### src/rtl/msp_pkg.sv
`timescale 1ns / 1ps

package msp_pkg;

    // Text limit per region; a region keeps at most MAX_TEXT-1 bytes.
    localparam int MAX_TEXT = 128;
    localparam int CNT_W = $clog2(MAX_TEXT);
    localparam int LEN_W = 7;

    // Hold window: '%', '{', up to BODY_MAX body bytes, and the byte under test.
    localparam int BODY_MAX = 7;
    localparam int HOLD_LIMIT = 2 + BODY_MAX;
    localparam int HOLD_DEPTH = HOLD_LIMIT + 1;
    localparam int HOLD_W = $clog2(HOLD_DEPTH + 1);

    localparam int QUEUE_DEPTH = 2;
    localparam int QUEUE_AW = $clog2(QUEUE_DEPTH);

    // Configuration port
    localparam int ADDR_W = 3;
    localparam int REG_IDX_LSB = 2;
    localparam int REG_IDX_W = ADDR_W - REG_IDX_LSB;
    localparam logic [REG_IDX_W-1:0] REG_DELIM = '0;
    localparam logic [7:0] DELIM_RESET = 8'h09;

    localparam logic [1:0] REGION_FIRST = 2'd0;
    localparam logic [1:0] REGION_LAST = 2'd2;

    localparam logic [7:0] CH_PCT = 8'h25;
    localparam logic [7:0] CH_LBRACE = 8'h7B;
    localparam logic [7:0] CH_RBRACE = 8'h7D;
    localparam logic [7:0] CH_HASH = 8'h23;
    localparam logic [7:0] CH_DASH = 8'h2D;
    localparam logic [7:0] CH_ZERO = 8'h30;
    localparam logic [7:0] CH_NINE = 8'h39;
    localparam logic [7:0] CH_LO_A = 8'h61;
    localparam logic [7:0] CH_LO_F = 8'h66;
    localparam logic [7:0] CH_UP_A = 8'h41;
    localparam logic [7:0] CH_UP_F = 8'h46;
    localparam logic [7:0] HEX_TEN = 8'd10;

    localparam logic [1:0] CMD_BYTE = 2'd0;
    localparam logic [1:0] CMD_CLOSE = 2'd1;
    localparam logic [1:0] CMD_EOS = 2'd2;

    localparam logic KIND_TEXT = 1'b0;
    localparam logic KIND_END = 1'b1;

    typedef logic [7:0] t_byte;

    typedef struct packed {
        logic [1:0] op;
        logic [1:0] region;
        t_byte      data;
    } t_cmd;

    typedef struct packed {
        logic             kind;
        logic [1:0]       region;
        t_byte            text;
        logic [23:0]      color;
        logic             cvalid;
        logic [LEN_W-1:0] len;
    } t_rec;

    typedef struct packed {
        t_rec rec;
        logic last;
    } t_res;

    // {ok, nibble}
    function automatic logic [4:0] hex_nib(input t_byte c);
        logic [7:0] v;
        logic       ok;
        v = '0;
        ok = 1'b0;
        if (c >= CH_ZERO && c <= CH_NINE) begin
            v = c - CH_ZERO;
            ok = 1'b1;
        end else if (c >= CH_LO_A && c <= CH_LO_F) begin
            v = c - CH_LO_A + HEX_TEN;
            ok = 1'b1;
        end else if (c >= CH_UP_A && c <= CH_UP_F) begin
            v = c - CH_UP_A + HEX_TEN;
            ok = 1'b1;
        end
        return {ok, v[3:0]};
    endfunction

endpackage

### src/rtl/markup_text_section_parser.sv
`timescale 1ns / 1ps

// Markup section parser: push one string byte per request (or an end-of-string
// marker) and pop text records and region end records in order; last_of_run
// flags the final record caused by each request. The intake queue holds two
// requests and the result queue two records, so both sides stall on their own;
// a full result queue freezes the scanner in place.
// The scanner takes one command per item and walks the ten-byte hold window one
// byte per cycle while the result queue is not full: a plain byte means taking
// the command, scanning the byte, finding the window drained and closing the
// run, and every byte rescanned after a rejected tag adds a scan step. A
// delimiter or end of string means taking the command, a step per held byte, a
// step per end record (up to three) and closing the run.
module markup_text_section_parser import msp_pkg::*; (
    input  logic              i_clk,
    input  logic              i_rst_n,
    input  logic              psel,
    input  logic              penable,
    input  logic              pwrite,
    input  logic [ADDR_W-1:0] paddr,
    input  logic [31:0]       pwdata,
    output logic [31:0]       prdata,
    output logic              pready,
    input  logic              push,
    output logic              full,
    input  logic [7:0]        i_in_byte,
    input  logic              i_end_of_string,
    output logic              empty,
    input  logic              pop,
    output logic              o_record_kind,
    output logic [1:0]        o_region_index,
    output logic [7:0]        o_text_byte,
    output logic [23:0]       o_region_color,
    output logic              o_color_valid,
    output logic [LEN_W-1:0]  o_text_length,
    output logic              o_last_of_run
);

    logic cmd_vld, cmd_pop;
    t_cmd cmd;
    logic q_push, q_rdy, q_vld;
    t_res q_in, q_out;

    msp_front u_front (
        .i_clk           (i_clk),
        .i_rst_n         (i_rst_n),
        .i_psel          (psel),
        .i_penable       (penable),
        .i_pwrite        (pwrite),
        .i_paddr         (paddr),
        .i_pwdata        (pwdata),
        .o_prdata        (prdata),
        .o_pready        (pready),
        .i_push          (push),
        .o_full          (full),
        .i_in_byte       (i_in_byte),
        .i_end_of_string (i_end_of_string),
        .o_cmd_vld       (cmd_vld),
        .o_cmd           (cmd),
        .i_cmd_pop       (cmd_pop)
    );

    msp_back u_back (
        .i_clk     (i_clk),
        .i_rst_n   (i_rst_n),
        .i_cmd_vld (cmd_vld),
        .i_cmd     (cmd),
        .o_cmd_pop (cmd_pop),
        .o_q_push  (q_push),
        .o_q_data  (q_in),
        .i_q_rdy   (q_rdy)
    );

    msp_resq u_resq (
        .i_clk   (i_clk),
        .i_rst_n (i_rst_n),
        .i_push  (q_push),
        .i_data  (q_in),
        .o_rdy   (q_rdy),
        .o_vld   (q_vld),
        .o_data  (q_out),
        .i_pop   (pop)
    );

    assign empty          = !q_vld;
    assign o_record_kind  = q_out.rec.kind;
    assign o_region_index = q_out.rec.region;
    assign o_text_byte    = q_out.rec.text;
    assign o_region_color = q_out.rec.color;
    assign o_color_valid  = q_out.rec.cvalid;
    assign o_text_length  = q_out.rec.len;
    assign o_last_of_run  = q_out.last;

`ifndef ASSERT_OFF
    a_region_range: assert property (@(posedge i_clk) disable iff (!i_rst_n)
        !empty |-> o_region_index != 2'd3)
        else $error("result region index out of range");

    a_text_fields: assert property (@(posedge i_clk) disable iff (!i_rst_n)
        (!empty && o_record_kind == KIND_TEXT) |->
            (o_region_color == 24'd0 && !o_color_valid && o_text_length == '0))
        else $error("text record carries end-record fields");

    a_pop_needs_cmd: assert property (@(posedge i_clk) disable iff (!i_rst_n)
        cmd_pop |-> cmd_vld)
        else $error("scanner took a command from an empty intake queue");

    a_reset_empty: assert property (@(posedge i_clk) disable iff (!i_rst_n)
        $past(!i_rst_n) |-> empty)
        else $error("result queue not empty after reset");
`endif

endmodule

### src/rtl/msp_front.sv
`timescale 1ns / 1ps

module msp_front import msp_pkg::*; (
    input  logic              i_clk,
    input  logic              i_rst_n,
    input  logic              i_psel,
    input  logic              i_penable,
    input  logic              i_pwrite,
    input  logic [ADDR_W-1:0] i_paddr,
    input  logic [31:0]       i_pwdata,
    output logic [31:0]       o_prdata,
    output logic              o_pready,
    input  logic              i_push,
    output logic              o_full,
    input  t_byte             i_in_byte,
    input  logic              i_end_of_string,
    output logic              o_cmd_vld,
    output t_cmd              o_cmd,
    input  logic              i_cmd_pop
);

    logic [7:0]          r_delim;
    logic [1:0]          r_region, n_region;
    t_cmd                r_q [QUEUE_DEPTH];
    logic [QUEUE_AW-1:0] r_wp, r_rp;
    logic [QUEUE_AW:0]   r_n;
    t_cmd                cls;
    logic                accept;
    logic                cfg_wr;
    logic                idx_hit;

    assign idx_hit  = (i_paddr[ADDR_W-1:REG_IDX_LSB] == REG_DELIM);
    assign cfg_wr   = i_psel && i_penable && i_pwrite && o_pready && idx_hit;
    assign o_pready = 1'b1;
    assign o_prdata = idx_hit ? {24'd0, r_delim} : 32'd0;

    always_ff @(posedge i_clk) begin
        if (!i_rst_n) begin
            r_delim <= DELIM_RESET;
        end else if (cfg_wr) begin
            r_delim <= i_pwdata[7:0];
        end
    end

    // Region tracking happens here so the delimiter rule is settled at intake.
    always_comb begin
        cls.data   = i_in_byte;
        cls.region = r_region;
        n_region   = r_region;
        if (i_end_of_string) begin
            cls.op   = CMD_EOS;
            n_region = REGION_FIRST;
        end else if (i_in_byte == r_delim && r_region != REGION_LAST) begin
            cls.op   = CMD_CLOSE;
            n_region = r_region + 2'd1;
        end else begin
            cls.op = CMD_BYTE;
        end
    end

    assign o_full    = (r_n == (QUEUE_AW + 1)'(QUEUE_DEPTH));
    assign accept    = i_push && !o_full;
    assign o_cmd_vld = (r_n != '0);
    assign o_cmd     = r_q[r_rp];

    always_ff @(posedge i_clk) begin
        if (!i_rst_n) begin
            r_region <= REGION_FIRST;
            r_wp     <= '0;
            r_rp     <= '0;
            r_n      <= '0;
        end else begin
            if (accept) begin
                r_region <= n_region;
                r_wp     <= r_wp + QUEUE_AW'(1);
            end
            if (i_cmd_pop) begin
                r_rp <= r_rp + QUEUE_AW'(1);
            end
            r_n <= r_n + (QUEUE_AW + 1)'(accept) - (QUEUE_AW + 1)'(i_cmd_pop);
        end
    end

    always_ff @(posedge i_clk) begin
        if (accept) begin
            r_q[r_wp] <= cls;
        end
    end

endmodule

### src/rtl/msp_back.sv
`timescale 1ns / 1ps

module msp_back import msp_pkg::*; (
    input  logic i_clk,
    input  logic i_rst_n,
    input  logic i_cmd_vld,
    input  t_cmd i_cmd,
    output logic o_cmd_pop,
    output logic o_q_push,
    output t_res o_q_data,
    input  logic i_q_rdy
);

    typedef logic [HOLD_DEPTH-1:0][7:0] t_buf;

    localparam logic [1:0] ST_IDLE   = 2'd0;
    localparam logic [1:0] ST_RUN    = 2'd1;
    localparam logic [1:0] ST_TAIL   = 2'd2;
    localparam logic [1:0] ST_FINISH = 2'd3;

    localparam logic [2:0] SH_NONE = 3'd0;
    localparam logic [2:0] SH_ONE  = 3'd1;
    localparam logic [2:0] SH_TWO  = 3'd2;
    localparam logic [2:0] SH_DASH = 3'd3;
    localparam logic [2:0] SH_HEX  = 3'd4;

    // "%{-}" is matched with '%', '{', '-' held
    localparam int DASH_HC = 3;

    function automatic t_buf shift_by(input t_buf b, input int s);
        t_buf o;
        o = b;
        for (int k = 0; k < HOLD_DEPTH; k++) begin
            if (k + s < HOLD_DEPTH) begin
                o[k] = b[k + s];
            end
        end
        return o;
    endfunction

    logic [1:0]       r_state, n_state;
    t_buf             r_buf, n_buf;
    logic [HOLD_W-1:0] r_len, n_len;
    logic [HOLD_W-1:0] r_hc, n_hc;
    logic [CNT_W-1:0] r_cnt, n_cnt;
    logic [23:0]      r_color, n_color;
    logic             r_cset, n_cset;
    logic [1:0]       r_region, n_region;
    logic             r_closing, n_closing;
    logic             r_eos, n_eos;
    t_rec             r_stg;
    logic             r_stg_vld, n_stg_vld;

    t_byte            cur;
    logic             have;
    logic             text_ok;
    logic             tag_dash, tag_hex;
    logic [23:0]      hex_val;
    logic [4:0]       nib;
    logic [2:0]       sh_sel;
    logic             buf_wr;
    logic             emit, last_push, do_fail, text_req;
    t_byte            text_char;
    t_rec             new_rec;
    logic             need_q, stall;

    assign cur     = r_buf[r_hc];
    assign have    = (r_hc < r_len);
    assign text_ok = (r_cnt < CNT_W'(MAX_TEXT - 1));

    always_comb begin
        hex_val = '0;
        tag_hex = (r_hc == HOLD_W'(HOLD_LIMIT)) && (r_buf[2] == CH_HASH);
        for (int i = 0; i < 6; i++) begin
            nib = hex_nib(r_buf[3 + i]);
            tag_hex = tag_hex && nib[4];
            hex_val = {hex_val[19:0], nib[3:0]};
        end
        tag_dash = (r_hc == HOLD_W'(DASH_HC)) && (r_buf[2] == CH_DASH);
    end

    always_comb begin
        n_state   = r_state;
        n_len     = r_len;
        n_hc      = r_hc;
        n_cnt     = r_cnt;
        n_color   = r_color;
        n_cset    = r_cset;
        n_region  = r_region;
        n_closing = r_closing;
        n_eos     = r_eos;
        sh_sel    = SH_NONE;
        buf_wr    = 1'b0;
        o_cmd_pop = 1'b0;
        emit      = 1'b0;
        last_push = 1'b0;
        do_fail   = 1'b0;
        text_req  = 1'b0;
        text_char = cur;
        new_rec   = '0;

        unique case (r_state)
            ST_IDLE: begin
                if (i_cmd_vld) begin
                    o_cmd_pop = 1'b1;
                    n_region  = i_cmd.region;
                    n_state   = ST_RUN;
                    unique case (i_cmd.op)
                        CMD_BYTE: begin
                            buf_wr    = 1'b1;
                            n_len     = r_len + HOLD_W'(1);
                            n_closing = 1'b0;
                            n_eos     = 1'b0;
                        end
                        CMD_CLOSE: begin
                            n_closing = 1'b1;
                            n_eos     = 1'b0;
                        end
                        CMD_EOS: begin
                            n_closing = 1'b1;
                            n_eos     = 1'b1;
                        end
                        default: begin
                            n_closing = 1'b0;
                            n_eos     = 1'b0;
                        end
                    endcase
                end
            end
            ST_RUN: begin
                if (have) begin
                    if (r_hc == '0) begin
                        if (cur == CH_PCT) begin
                            n_hc = HOLD_W'(1);
                        end else begin
                            text_req = 1'b1;
                            sh_sel   = SH_ONE;
                        end
                    end else if (r_hc == HOLD_W'(1)) begin
                        if (cur == CH_PCT) begin
                            text_req  = 1'b1;
                            text_char = CH_PCT;
                            n_hc      = '0;
                            sh_sel    = SH_TWO;
                        end else if (cur == CH_LBRACE) begin
                            n_hc = HOLD_W'(2);
                        end else begin
                            do_fail = 1'b1;
                        end
                    end else if (cur == CH_RBRACE) begin
                        if (tag_dash) begin
                            n_color = '0;
                            n_cset  = 1'b0;
                            n_hc    = '0;
                            sh_sel  = SH_DASH;
                        end else if (tag_hex) begin
                            n_color = hex_val;
                            n_cset  = 1'b1;
                            n_hc    = '0;
                            sh_sel  = SH_HEX;
                        end else begin
                            do_fail = 1'b1;
                        end
                    end else if (r_hc < HOLD_W'(HOLD_LIMIT)) begin
                        n_hc = r_hc + HOLD_W'(1);
                    end else begin
                        do_fail = 1'b1;
                    end
                end else if (r_closing) begin
                    if (r_hc != '0) begin
                        // pending tag at region end turns literal
                        do_fail = 1'b1;
                    end else begin
                        emit           = 1'b1;
                        new_rec.kind   = KIND_END;
                        new_rec.region = r_region;
                        new_rec.color  = r_cset ? r_color : '0;
                        new_rec.cvalid = r_cset;
                        new_rec.len    = LEN_W'(r_cnt);
                        n_color        = '0;
                        n_cset         = 1'b0;
                        n_cnt          = '0;
                        n_closing      = 1'b0;
                        if (r_eos && r_region != REGION_LAST) begin
                            n_region = r_region + 2'd1;
                            n_state  = ST_TAIL;
                        end else begin
                            n_eos   = 1'b0;
                            n_state = ST_FINISH;
                        end
                    end
                end else begin
                    n_state = ST_FINISH;
                end
            end
            ST_TAIL: begin
                emit           = 1'b1;
                new_rec.kind   = KIND_END;
                new_rec.region = r_region;
                if (r_region == REGION_LAST) begin
                    n_eos    = 1'b0;
                    n_region = REGION_FIRST;
                    n_state  = ST_FINISH;
                end else begin
                    n_region = r_region + 2'd1;
                end
            end
            ST_FINISH: begin
                last_push = 1'b1;
                n_state   = ST_IDLE;
            end
            default: begin
                n_state = ST_IDLE;
            end
        endcase

        // Failed tag: '%' goes out, the rest is rescanned from the byte after it.
        if (do_fail) begin
            text_req  = 1'b1;
            text_char = CH_PCT;
            n_hc      = '0;
            sh_sel    = SH_ONE;
        end

        if (text_req && text_ok) begin
            emit           = 1'b1;
            new_rec        = '0;
            new_rec.kind   = KIND_TEXT;
            new_rec.region = r_region;
            new_rec.text   = text_char;
            n_cnt          = r_cnt + CNT_W'(1);
        end

        case (sh_sel)
            SH_ONE:  n_len = r_len - HOLD_W'(1);
            SH_TWO:  n_len = r_len - HOLD_W'(2);
            SH_DASH: n_len = r_len - HOLD_W'(DASH_HC + 1);
            SH_HEX:  n_len = r_len - HOLD_W'(HOLD_DEPTH);
            default: ;
        endcase
    end

    always_comb begin
        case (sh_sel)
            SH_ONE:  n_buf = shift_by(r_buf, 1);
            SH_TWO:  n_buf = shift_by(r_buf, 2);
            SH_DASH: n_buf = shift_by(r_buf, DASH_HC + 1);
            SH_HEX:  n_buf = shift_by(r_buf, HOLD_DEPTH);
            default: n_buf = r_buf;
        endcase
    end

    // One record waits in the stage so the last one of a run can be flagged.
    assign need_q   = r_stg_vld && (emit || last_push);
    assign stall    = need_q && !i_q_rdy;
    assign o_q_push = need_q && i_q_rdy;
    assign o_q_data = '{rec: r_stg, last: last_push};

    always_comb begin
        n_stg_vld = r_stg_vld;
        if (emit) begin
            n_stg_vld = 1'b1;
        end else if (last_push) begin
            n_stg_vld = 1'b0;
        end
    end

    always_ff @(posedge i_clk) begin
        if (!i_rst_n) begin
            r_state   <= ST_IDLE;
            r_len     <= '0;
            r_hc      <= '0;
            r_cnt     <= '0;
            r_color   <= '0;
            r_cset    <= 1'b0;
            r_region  <= REGION_FIRST;
            r_closing <= 1'b0;
            r_eos     <= 1'b0;
            r_stg_vld <= 1'b0;
        end else if (!stall) begin
            r_state   <= n_state;
            r_len     <= n_len;
            r_hc      <= n_hc;
            r_cnt     <= n_cnt;
            r_color   <= n_color;
            r_cset    <= n_cset;
            r_region  <= n_region;
            r_closing <= n_closing;
            r_eos     <= n_eos;
            r_stg_vld <= n_stg_vld;
        end
    end

    always_ff @(posedge i_clk) begin
        if (!stall) begin
            if (buf_wr) begin
                r_buf[r_len] <= i_cmd.data;
            end else begin
                r_buf <= n_buf;
            end
            if (emit) begin
                r_stg <= new_rec;
            end
        end
    end

endmodule

### src/rtl/msp_resq.sv
`timescale 1ns / 1ps

module msp_resq import msp_pkg::*; (
    input  logic i_clk,
    input  logic i_rst_n,
    input  logic i_push,
    input  t_res i_data,
    output logic o_rdy,
    output logic o_vld,
    output t_res o_data,
    input  logic i_pop
);

    t_res                r_mem [QUEUE_DEPTH];
    logic [QUEUE_AW-1:0] r_wp, r_rp;
    logic [QUEUE_AW:0]   r_n;
    logic                wr, rd;

    assign o_rdy  = (r_n != (QUEUE_AW + 1)'(QUEUE_DEPTH));
    assign o_vld  = (r_n != '0);
    assign o_data = r_mem[r_rp];
    assign wr     = i_push && o_rdy;
    assign rd     = i_pop && o_vld;

    always_ff @(posedge i_clk) begin
        if (!i_rst_n) begin
            r_wp <= '0;
            r_rp <= '0;
            r_n  <= '0;
        end else begin
            if (wr) begin
                r_wp <= r_wp + QUEUE_AW'(1);
            end
            if (rd) begin
                r_rp <= r_rp + QUEUE_AW'(1);
            end
            r_n <= r_n + (QUEUE_AW + 1)'(wr) - (QUEUE_AW + 1)'(rd);
        end
    end

    always_ff @(posedge i_clk) begin
        if (wr) begin
            r_mem[r_wp] <= i_data;
        end
    end

endmodule
### config.mk
export PLATFORM = sky130hd
export DESIGN_NAME = markup_text_section_parser
export DESIGN_NICKNAME = d
export VERILOG_FILES = /design/src/rtl/msp_pkg.sv /design/src/rtl/markup_text_section_parser.sv /design/src/rtl/msp_front.sv /design/src/rtl/msp_back.sv /design/src/rtl/msp_resq.sv
export SDC_FILE = /design/constraint.sdc
export NUM_CORES = 1
export LEC_CHECK = 0
export BUFFER_PORTS_ARGS = -buffer_cell sky130_fd_sc_hd__buf_4
export CELL_PAD_IN_SITES_DETAIL_PLACEMENT = 0
export CELL_PAD_IN_SITES_GLOBAL_PLACEMENT = 1
export CORE_MARGIN = 2
export CORE_UTILIZATION = 52
export CTS_CLUSTER_SIZE = 30
export DETAILED_ROUTE_END_ITERATION = 7
export PLACE_DENSITY = 0.9
export SETUP_SLACK_MARGIN = 0.5
export SLEW_MARGIN = 20
export SYNTH_ARGS = -nofsm -noshare
export SYNTH_HDL_FRONTEND = slang
export SYNTH_SLANG_ARGS = --single-unit
### constraint.sdc
create_clock -name i_clk -period 14.8 [get_ports i_clk]
set_clock_uncertainty 0.05 [all_clocks]
set_input_delay 0.74 -clock i_clk [delete_from_list [all_inputs] [get_ports i_clk]]
set_output_delay 0.74 -clock i_clk [all_outputs]
set_load 0.005 [all_outputs]
==> impl_metrics.json <==
{
  "wl_met1_mm": 16.50,
  "syn_avg_cell_area_sq_um": 10.83,
  "hold_violations": 0,
  "initialDrtViolationCount": 1341,
  "clk_pin_slew_ns": 0.07,
  "fin_crit_sh_pct": 39.85,
  "clk-insertion-delay-late_ns": 0.56,
  "dp_hpwl_mm": 26.98,
  "grt_pass1_wl_mm": 63.96,
  "antenna_found_initial": 0,
  "rsz0062_at_grt": "no",
  "layout.nets": 1640,
  "worstPathArrival_ns": 6.30,
  "first_pass_iters": 6,
  "tns_ns": 0,
  "fp.dieW_microns": 180.7,
  "grt_max_degree": 90,
  "synth_seq_area_share_pct": 51.75,
  "ant_nets": 0,
  "cp_max_fo": 27,
  "htreeDepth": 1,
  "rows": 64,
  "cts_buffers": 30,
  "die_y_microns": 180.7,
  "grt_overflow_total": 0,
  "drive_gt1_share_pct": 16.03,
  "place_congestion": 0.9563,
  "r2r_end": "u_back.r_len[3]$_SDFFE_PN0P_",
  "cp.depth": 16,
  "synthCells": 1498,
  "cts_tree": "yes",
  "rr_worst_depth": 16,
  "nFillCells": 2517,
  "crit_required_ns": 15.21,
  "cp-start-kind": "flip-flop",
  "p_leak_nw": 6.384,
  "cts_resized": 0,
  "outcome": "finished clean",
  "core_area_sq_um": 30670,
  "r2r-start": "u_back.r_hc[0]$_SDFFE_PN0P_",
  "worstPathCellList": "buf_4 -> nor3b_1 -> a222oi_1 -> a2111oi_2 -> and4_1 -> nor2_1 -> a31o_4 -> o31ai_2 -> inv_1 -> ha_1 -> a21o_1 -> a21oi_1 -> xnor2_1 -> mux2i_1 -> or3_1 -> a32o_1",
  "hold_buffers": 0,
  "clk_path_buf_depth": 3,
  "drc": 0,
  "timing.critical_path.slowest_cell_delay_ns": 0.77,
  "grt_pass1_vias": 11458,
  "min_path_type": "in -> reg",
  "dieArea_sq_um": 32640,
  "highest_layer": "met4",
  "synthesis.area_sq_um": 16230,
  "multi_input_area_sq_um": 7262,
  "wl_met3_mm": 3.405,
  "ys_ff_latch": 302,
  "seqCellArea_sq_um": 8399,
  "met2_length_mm": 18.90,
  "synth_edf_count": 235,
  "path_delay_family": "compound AO/OA/AOI/OAI gates",
  "io_pins": 130,
  "drv_cap": 0,
  "routed_wl_mm": 40.18,
  "yosysWarnings": 0,
  "routedWlPerCell_microns": 20.54,
  "vias": 11795,
  "crit_slowest_cell": "nor3b_1",
  "rrSetupSlack_ns": 8.90,
  "min_period_ns": 5.897,
  "worstMarginPinSlew_ns": 1.102,
  "startpoint": "u_back.r_hc[0]$_SDFFE_PN0P_",
  "synthFlopType": "edfxtp_1",
  "p_per_area_nw_per_um2": 148.0,
  "finalSetupViolCount": 0,
  "dpl_cell_area_sq_um": 17020,
  "final_common_cell": "edfxtp_1",
  "numPortBuffers": 78,
  "cts_setup_buffers": 0,
  "via_per_inst": 6.030,
  "endpoint": "u_back.r_len[3]$_SDFFE_PN0P_",
  "track_usage_pct": 24.34,
  "area_delta_synth_final_pct": 11.02,
  "ir_worst_vdd_uv": 90.31,
  "cp.buffers_inverters": 2,
  "slew_headroom_pct": 26.36,
  "initial_core_util_pct": 52.92,
  "ys_types": 83,
  "ys_async_sr_fraction_pct": 0,
  "drv_slew": 0,
  "final_cell_mix": "edfxtp_1, nand2_1, nor2_1",
  "root_buffer": "clkbuf_16",
  "clock_sinks": 302,
  "endpoint_kind": "flip-flop",
  "fmax_mhz": 169.6,
  "postLayoutCellArea_sq_um": 18020,
  "diodes": 0,
  "critPathKind": "reg -> reg"
}
-- metal layers --
metal,global-route usage [%],vias to the layer above
li1,-,5502
met1,32.92,5646
met2,40.02,546
met3,4.406,101
met4,7.452,0
met5,0,-
-- cells in the mapped netlist, drive strengths merged (10+ instances only) --
cell    instances  area share [%]
o21ai          70             2.2
nand2b         13            0.50
and2           26             1.0
buf            59             2.3
inv            40            0.93
o211ai         10            0.46
clkbuf         53             1.2
dfxtp          67             8.3
nor2          150             3.5
nand3          25            0.77
a21oi          58             1.8
o22ai          49             1.9
mux2           69             4.8
nor3           11            0.34
a31oi          22            0.85
xnor2          34             1.8
nand2         174             4.0
nor2b          30             1.2
edfxtp        235              43
ha             52             4.0
mux2i          82             5.1
and3           29             1.1
-- state kept, by name, indices dropped and copies added (netlist names), 2 cells and up, named ones only --
name,cells
u_resq.r_mem,88
u_front.r_n,2
u_back.r_region,2
u_back.r_cnt,7
u_back.r_hc,4
u_back.r_state,2
u_back.o_q_data,43
u_back.r_color,24
u_front.r_delim,8
u_front.r_q,24
u_back.r_len,4
u_back.r_buf,80
u_front.r_region,2
u_resq.r_n,2
-- cell type report --
type                            instances  area share (%)
Tap cell                              396           2.750
Sequential cell                       302           46.61
Timing Repair Buffer                   95           4.028
Inverter                               40          0.8333
Clock buffer                           38           4.555
Multi-Input combinational cell       1067           40.30
Clock inverter                         18          0.9166
-- logic make-up after synthesis --
group	count (synthesis)	synth area share (%)
adder cells (fa/ha/maj)	53	4.132
AO/OA/AOI/OAI	281	11.73
AND/OR/NAND/NOR	511	14.92
buffers and inverters	152	4.418
flip-flops	302	51.75
multiplexers	159	10.96
other	2	0.04627
XOR/XNOR	38	2.051
-- per-stage QoR --
step	util (%)	power (W)	hold WS, ns	std cells	setup slack (ns)
after floorplan	-	0.001666	0.3715	1521	8.366
after global placement	55.42	0.001885	0.3731	1899	9.184
after detailed placement	55.49	0.001910	0.3804	1900	9.043
after CTS	58.70	0.002666	0.2974	1956	9.017
after global routing	58.75	0.002791	0.3090	1956	8.658
final	58.75	0.002666	0.3249	1956	8.903
-- report_power, final --
part	switching (W)	internal [W]	leakage [nW]	total [W]
Clock	0.000328	0.000429	0.481	0.000757
Combinational	0.000406	0.000296	3.23	0.000702
Sequential	0.000142	0.00107	2.67	0.00121
Total	0.000876	0.00179	6.38	0.00267
-- worst min path at each step --
stage / startpoint / to / slack [ns] / cells past startpoint
final: i_in_byte[4] / u_front.r_q[0][4]$_DFFE_PP_ / 0.32 / 1
after detailed placement: u_back.o_q_data[24]$_SDFFCE_PP0P_ / u_resq.r_mem[0][24]$_DFFE_PP_ / 0.38 / 0
after global routing: i_in_byte[7] / u_front.r_q[1][7]$_DFFE_PP_ / 0.31 / 1
after CTS: i_in_byte[4] / u_front.r_q[1][4]$_DFFE_PP_ / 0.30 / 1
after global placement: u_back.o_q_data[5]$_SDFFCE_PP0P_ / u_resq.r_mem[0][5]$_DFFE_PP_ / 0.37 / 0
after floorplan: u_back.o_q_data[10]$_SDFFCE_PP0P_ / u_resq.r_mem[0][10]$_DFFE_PP_ / 0.37 / 0
(Power assumes the default switching activity.)
